===== src/rpmc_pkg.sv =====
// Shared constants, codes and types for the randomized Prim maze carver.
// No dependencies; every other file of the block imports this package.
package rpmc_pkg;

	localparam int MAX_WIDTH  = 64;
	localparam int MAX_HEIGHT = 64;
	localparam int X_W        = $clog2(MAX_WIDTH);
	localparam int Y_W        = $clog2(MAX_HEIGHT);
	localparam int CELL_W     = X_W + Y_W;
	localparam int CELLS      = MAX_WIDTH * MAX_HEIGHT;
	localparam int CNT_W      = CELL_W + 1;
	localparam int DIM_W      = 7;
	localparam int PICK_W     = 16;

	// Operation codes of a request beat
	localparam logic [1:0] OP_START = 2'd0;
	localparam logic [1:0] OP_STEP  = 2'd1;
	localparam logic [1:0] OP_READ  = 2'd2;
	localparam logic [1:0] OP_NONE  = 2'd3;

	// Status codes of a response beat
	localparam logic [1:0] ST_CARVED = 2'd0;
	localparam logic [1:0] ST_EMPTY  = 2'd1;
	localparam logic [1:0] ST_SKIP   = 2'd2;
	localparam logic [1:0] ST_READ   = 2'd3;

	// Configuration register indexes
	localparam logic REG_WIDTH  = 1'b0;
	localparam logic REG_HEIGHT = 1'b1;

	// Directions of a cell two away, in scan order
	localparam logic [1:0] DIR_LEFT  = 2'd0;
	localparam logic [1:0] DIR_RIGHT = 2'd1;
	localparam logic [1:0] DIR_UP    = 2'd2;
	localparam logic [1:0] DIR_DOWN  = 2'd3;

	typedef struct packed {
		logic [1:0]        op;
		logic [X_W-1:0]    pos_x;
		logic [Y_W-1:0]    pos_y;
		logic [PICK_W-1:0] wall_pick;
		logic [PICK_W-1:0] neighbour_pick;
	} req_t;

	typedef struct packed {
		logic [1:0]       status;
		logic [X_W-1:0]   carved_x;
		logic [Y_W-1:0]   carved_y;
		logic [CNT_W-1:0] list_count;
		logic             cell_open;
	} rsp_t;

	typedef struct packed {
		logic              start;
		logic [PICK_W-1:0] dividend;
		logic [CNT_W-1:0]  divisor;
	} div_req_t;

	typedef struct packed {
		logic             done;
		logic [CNT_W-1:0] rem;
	} div_rsp_t;

endpackage


===== src/rpmc_mod_unit.sv =====
// Iterative remainder unit: 16-bit dividend modulo a 13-bit divisor, one bit a cycle.
// Depends on rpmc_pkg for widths and the request/response structs.
module rpmc_mod_unit import rpmc_pkg::*; (
	input  logic     clk,
	input  logic     arst_n,
	input  div_req_t div_req,
	output div_rsp_t div_rsp
);

	logic [CNT_W-1:0]  rem_q;
	logic [PICK_W-1:0] dvd_q;
	logic [CNT_W-1:0]  dsr_q;
	logic [3:0]        bit_q;
	logic              busy_q;
	logic              done_q;
	logic [CNT_W:0]    trial;
	logic [CNT_W:0]    diff;

	// Shift in the next dividend bit and try a subtract
	assign trial = {rem_q, dvd_q[PICK_W-1]};
	assign diff  = trial - {1'b0, dsr_q};

	always_ff @(posedge clk or negedge arst_n) begin
		if (!arst_n) begin
			busy_q <= 1'b0;
			done_q <= 1'b0;
			bit_q  <= '0;
		end else begin
			done_q <= 1'b0;
			if (div_req.start) begin
				busy_q <= 1'b1;
				bit_q  <= '0;
			end else if (busy_q) begin
				bit_q <= bit_q + 4'd1;
				if (bit_q == 4'(PICK_W - 1)) begin
					busy_q <= 1'b0;
					done_q <= 1'b1;
				end
			end
		end
	end

	// Datapath registers carry no reset
	always_ff @(posedge clk) begin
		if (div_req.start) begin
			rem_q <= '0;
			dvd_q <= div_req.dividend;
			dsr_q <= div_req.divisor;
		end else if (busy_q) begin
			dvd_q <= {dvd_q[PICK_W-2:0], 1'b0};
			if (trial >= {1'b0, dsr_q}) begin
				rem_q <= diff[CNT_W-1:0];
			end else begin
				rem_q <= trial[CNT_W-1:0];
			end
		end
	end

	assign div_rsp.done = done_q;
	assign div_rsp.rem  = rem_q;

endmodule


===== config.mk =====
export PLATFORM = sky130hd
export DESIGN_NAME = rpmc_mod_unit
export DESIGN_NICKNAME = d
export VERILOG_FILES = /design/src/rpmc_pkg.sv /design/src/rpmc_mod_unit.sv
export SDC_FILE = /design/constraint.sdc
export NUM_CORES = 1
export LEC_CHECK = 0
export ABC_CLOCK_PERIOD_IN_PS = 2600
export BUFFER_PORTS_ARGS = -buffer_cell sky130_fd_sc_hd__buf_2
export CAP_MARGIN = 25
export CORE_ASPECT_RATIO = 2
export CORE_MARGIN = 2
export CORE_UTILIZATION = 56
export CTS_CLUSTER_SIZE = 20
export DETAILED_ROUTE_END_ITERATION = 6
export PLACE_DENSITY = 0.89
export SYNTH_ARGS = -nofsm -noshare
export SYNTH_HDL_FRONTEND = slang
export SYNTH_SLANG_ARGS = --single-unit

===== constraint.sdc =====
create_clock -name clk -period 2.6 [get_ports clk]
set_input_delay 0.78 -clock clk [delete_from_list [all_inputs] [get_ports clk]]
set_output_delay 0.78 -clock clk [all_outputs]
set_load 0.05 [all_outputs]

==> summary.md <==
- **start-to-end type of the worst setup path** flop to flop
- **f_max** 408 MHz
- **first-iteration detailed-routing DRC count** 28
- **minimum setup slack among reg-to-reg paths** 150 ps
- **count of flip-flops with a built-in enable after synthesis** 29
- **crit end category** flop
- **post-layout util** 67.4%
- **Post-Route WL** 5600 um
- **number of antenna violations at the first check in global routing** 0
- **total of hold buffers inserted after clock tree synthesis** 0
- **period utilisation layout** 94.3%
- **count of buffer and inverter cells on the critical path** 2
- **startpoint kind of the worst setup timing path** flop
- **insertion delay of the later-clocked pin in the worst-skew pair** 290 ps
- **Avg WL per Cell** 16.0 um
- **Pwr per Cell Area** 884 nW/um2
- **average footprint of a synthesized cell** 11.0 um2
- **depth of the critical timing path with buffers and inverters included** 10
- **end of the worst register-to-register path** rem_q[10]$_SDFFE_PP0P_
- **via count of the first global-routing pass** 2012
- **outcome** finished, final reports clean
- **top cells by area in the synthesized netlist** sky130_fd_sc_hd__edfxtp_1, sky130_fd_sc_hd__dfxtp_1, sky130_fd_sc_hd__mux2_2
- **area of combinational cells with multiple inputs** 1310 um2
- **Post-Synthesis Net Count** 293
- **largest area contributor in the netlist** sky130_fd_sc_hd__edfxtp_1
- **Reg2Reg Launch Point** dvd_q[15]$_DFFE_PP_
- **port bufs** 45
- **Fill cells** 371
- **footprint of the flip-flops and latches** 1280 um2
- **total placed cells including tap cells** 341
- **post-synthesis async set-or-reset flop share** 12.5%
- **count of pins on the block boundary** 46
- **clock input transition at the sequential cells of the worst setup and hold paths** 80 ps
- **Worst Path Max Fanout** 7
- **kind of path behind the tightest hold check** input port to asynchronous set/reset pin
- **clock buffers created by TritonCTS** 5
- **area added between synthesis and finish** 15.5%
- **endpoints failing hold** 0
- **TritonCTS clock tree** built
- **router iterations before antenna repair** 4
- **layout net count** 342
- **fraction of final layout cells with drive strength greater than 1** 31.1%
- **peak supply drop** 563 uV
- **Ys Warns** 0
- **Die Y** 102 um
- **instance count of the mapped netlist** 246
- **setup-violating endpoint count in the final report** 0
- **FP Rows** 35
- **overall overflow remaining after global route** 0
- **pin count of the biggest net entering global routing** 32
- **sequential-to-total area share from yosys stat** 47.3%
- **number of maximum-capacitance constraint violations** 0
- **clk_skew** 2.70 ps
- **hold slack final** 290 ps
- **critical path cell sequence** inv_1 > ha_1 > fa_1 > nand2b_4 > a21oi_4 > o311a_4 > o2111a_1 > buf_4 > o211ai_1 > a311oi_1
- **global router's overall resource usage** 22.3%
- **CP arrival** 2660 ps
- **Max-slew headroom** 65.7%
- **Post-route DRC** 0
- **number of antenna repair diodes** 0
- **pin slew with the least headroom to its limit** 514 ps
- **hpwl dp** 4290 um
- **die footprint** 5440 um2
- **final count of pins violating max slew** 0
- **clk sinks** 48
- **RSZ-0062 raised after global routing** no
- **cell type group with the largest total delay on the critical path** compound AO/OA/AOI/OAI gates
- **post-route setup TNS** 0 ps
- **post-layout min period** 2450 ps
- **critical-path cell with the highest stage delay** sky130_fd_sc_hd__fa_1
- **largest buffer count on any clock path** 2
- **count of cells along the worst register-to-register path** 10
- **antenna-violating nets left** 0
- **Clk Tree Root Cell** sky130_fd_sc_hd__clkbuf_8
- **area share of the leading cell type in the synthesized netlist** 32.1%
- **unique cell type count in the Yosys netlist** 55
- **area of the core** 4640 um2
- **Vias/cell** 5.89
- **horizontal die dimension** 53.2 um
- **required time at the endpoint of the critical path** 2800 ps
- **Initial Utilization** 58.4%
- **total of flip-flops plus latches after synthesis** 48
- **non-filler instance count after layout** 351
- **first-pass GRT wire length** 9000 um
- **primary flip-flop cell chosen by synthesis mapping** sky130_fd_sc_hd__edfxtp_1
- **cell area after synthesis** 2710 um2
- **Largest stage delay, worst path** 400 ps
- **standby leakage power** 1.38 nW
- **GP Congestion** 0.932
- **via count** 2066
- **CTS H-tree depth** 2
==> state kept, by name, summed over array words and instances (netlist names) <==
name / flops
dvd_q: 16
rem_q: 13
done_q: 1
busy_q: 1
dsr_q: 13
bit_q: 4
==> cell families after synthesis <==
kind of cell,share of synthesized area [%]
muxes,7.02
adders and majority gates,7.21
AOI/OAI and AO/OA,17.1
and+or+nand+nor,13.2
xor gates and xnor gates,3.23
buffers and inverters,4.94
DFF,47.3
==> layer usage <==
metal | up-vias | track usage [%] | wire length, um
met5 | - | 0 | 0
met4 | 0 | 8.88 | 110
met3 | 11 | 2.63 | 149
met2 | 40 | 42.5 | 3320
met1 | 999 | 23.5 | 2030
li1 | 1016 | - | -
==> report_power, final <==
part | switching, mW | internal, mW | leakage [nW]
clock network | 0.240 | 0.191 | 0.0414
registers | 0.0964 | 0.927 | 0.481
logic | 0.814 | 0.497 | 0.860
==> through the flow <==
step / power, mW / setup slack, ps / area [um2]
floorplan: 2.02 / 13.0 / 2710
global placement: 2.29 / 147 / 3010
detailed placement: 2.31 / 73.5 / 3010
CTS: 2.75 / 43.6 / 3090
global route: 2.93 / 3.83 / 3130
finish: 2.77 / 148 / 3130
==> worst max path at each step <==
stage,slack [ps],from,end
floorplan,10,rem_q[0]$_SDFFE_PP0P_,rem_q[4]$_SDFFE_PP0P_
global placement,150,dvd_q[15]$_DFFE_PP_,rem_q[4]$_SDFFE_PP0P_
detailed placement,70,dvd_q[15]$_DFFE_PP_,rem_q[10]$_SDFFE_PP0P_
CTS,40,dvd_q[15]$_DFFE_PP_,rem_q[4]$_SDFFE_PP0P_
global route,4,dvd_q[15]$_DFFE_PP_,rem_q[6]$_SDFFE_PP0P_
finish,150,dvd_q[15]$_DFFE_PP_,rem_q[10]$_SDFFE_PP0P_
==> what timing repair did <==
| item | CTS | global route |
|---|---|---|
| setup endpoints to repair | 0 | 11 |
| gates resized for setup | 0 | 3 |
| buffers inserted | 0 | 2 |
==> cell usage after synthesis, types with 5 or more instances <==
master and n:
sky130_fd_sc_hd__nand3_1 12, sky130_fd_sc_hd__dfxtp_1 13, sky130_fd_sc_hd__o21ai_1 5, sky130_fd_sc_hd__edfxtp_1 29
sky130_fd_sc_hd__a311oi_1 10, sky130_fd_sc_hd__a21oi_1 8, sky130_fd_sc_hd__xnor2_1 6, sky130_fd_sc_hd__dfrtp_1 6
sky130_fd_sc_hd__ha_1 14, sky130_fd_sc_hd__nand2_1 9, sky130_fd_sc_hd__clkbuf_1 6, sky130_fd_sc_hd__inv_1 17
sky130_fd_sc_hd__mux2_2 16, sky130_fd_sc_hd__nor2_1 19
==> worst register-to-register path: cells and delay by family (launching register included) <==
family	cells	cell delay, ps
AOI/OAI and AO/OA	5	1010
adders and majority gates	2	620
DFF	1	350
buffers and inverters	2	210
and+or+nand+nor	1	170
==> final cells by class <==
| class | count | area share, % |
|---|---|---|
| clock buffer | 6 | 2.32 |
| inverter | 17 | 2.04 |
| tap | 55 | 2.20 |
| clock inverter | 2 | 0.520 |
| multi-input combinational | 168 | 42.0 |
| sequential | 48 | 41.0 |
| timing repair buffer | 55 | 10.0 |
==> cell usage in the layout (no fill, tap or decap), drive strengths merged, types with 6 or more instances in the layout <==
cell    count
a21oi       9
a311oi     10
buf        55
clkbuf      6
dfrtp       6
dfxtp      13
edfxtp     29
ha         14
inv        17
mux2       16
nand2       9
nand3      12
nor2       19
o21ai      10
xnor2       6
Note: power is estimated with default switching activity, not from simulation.
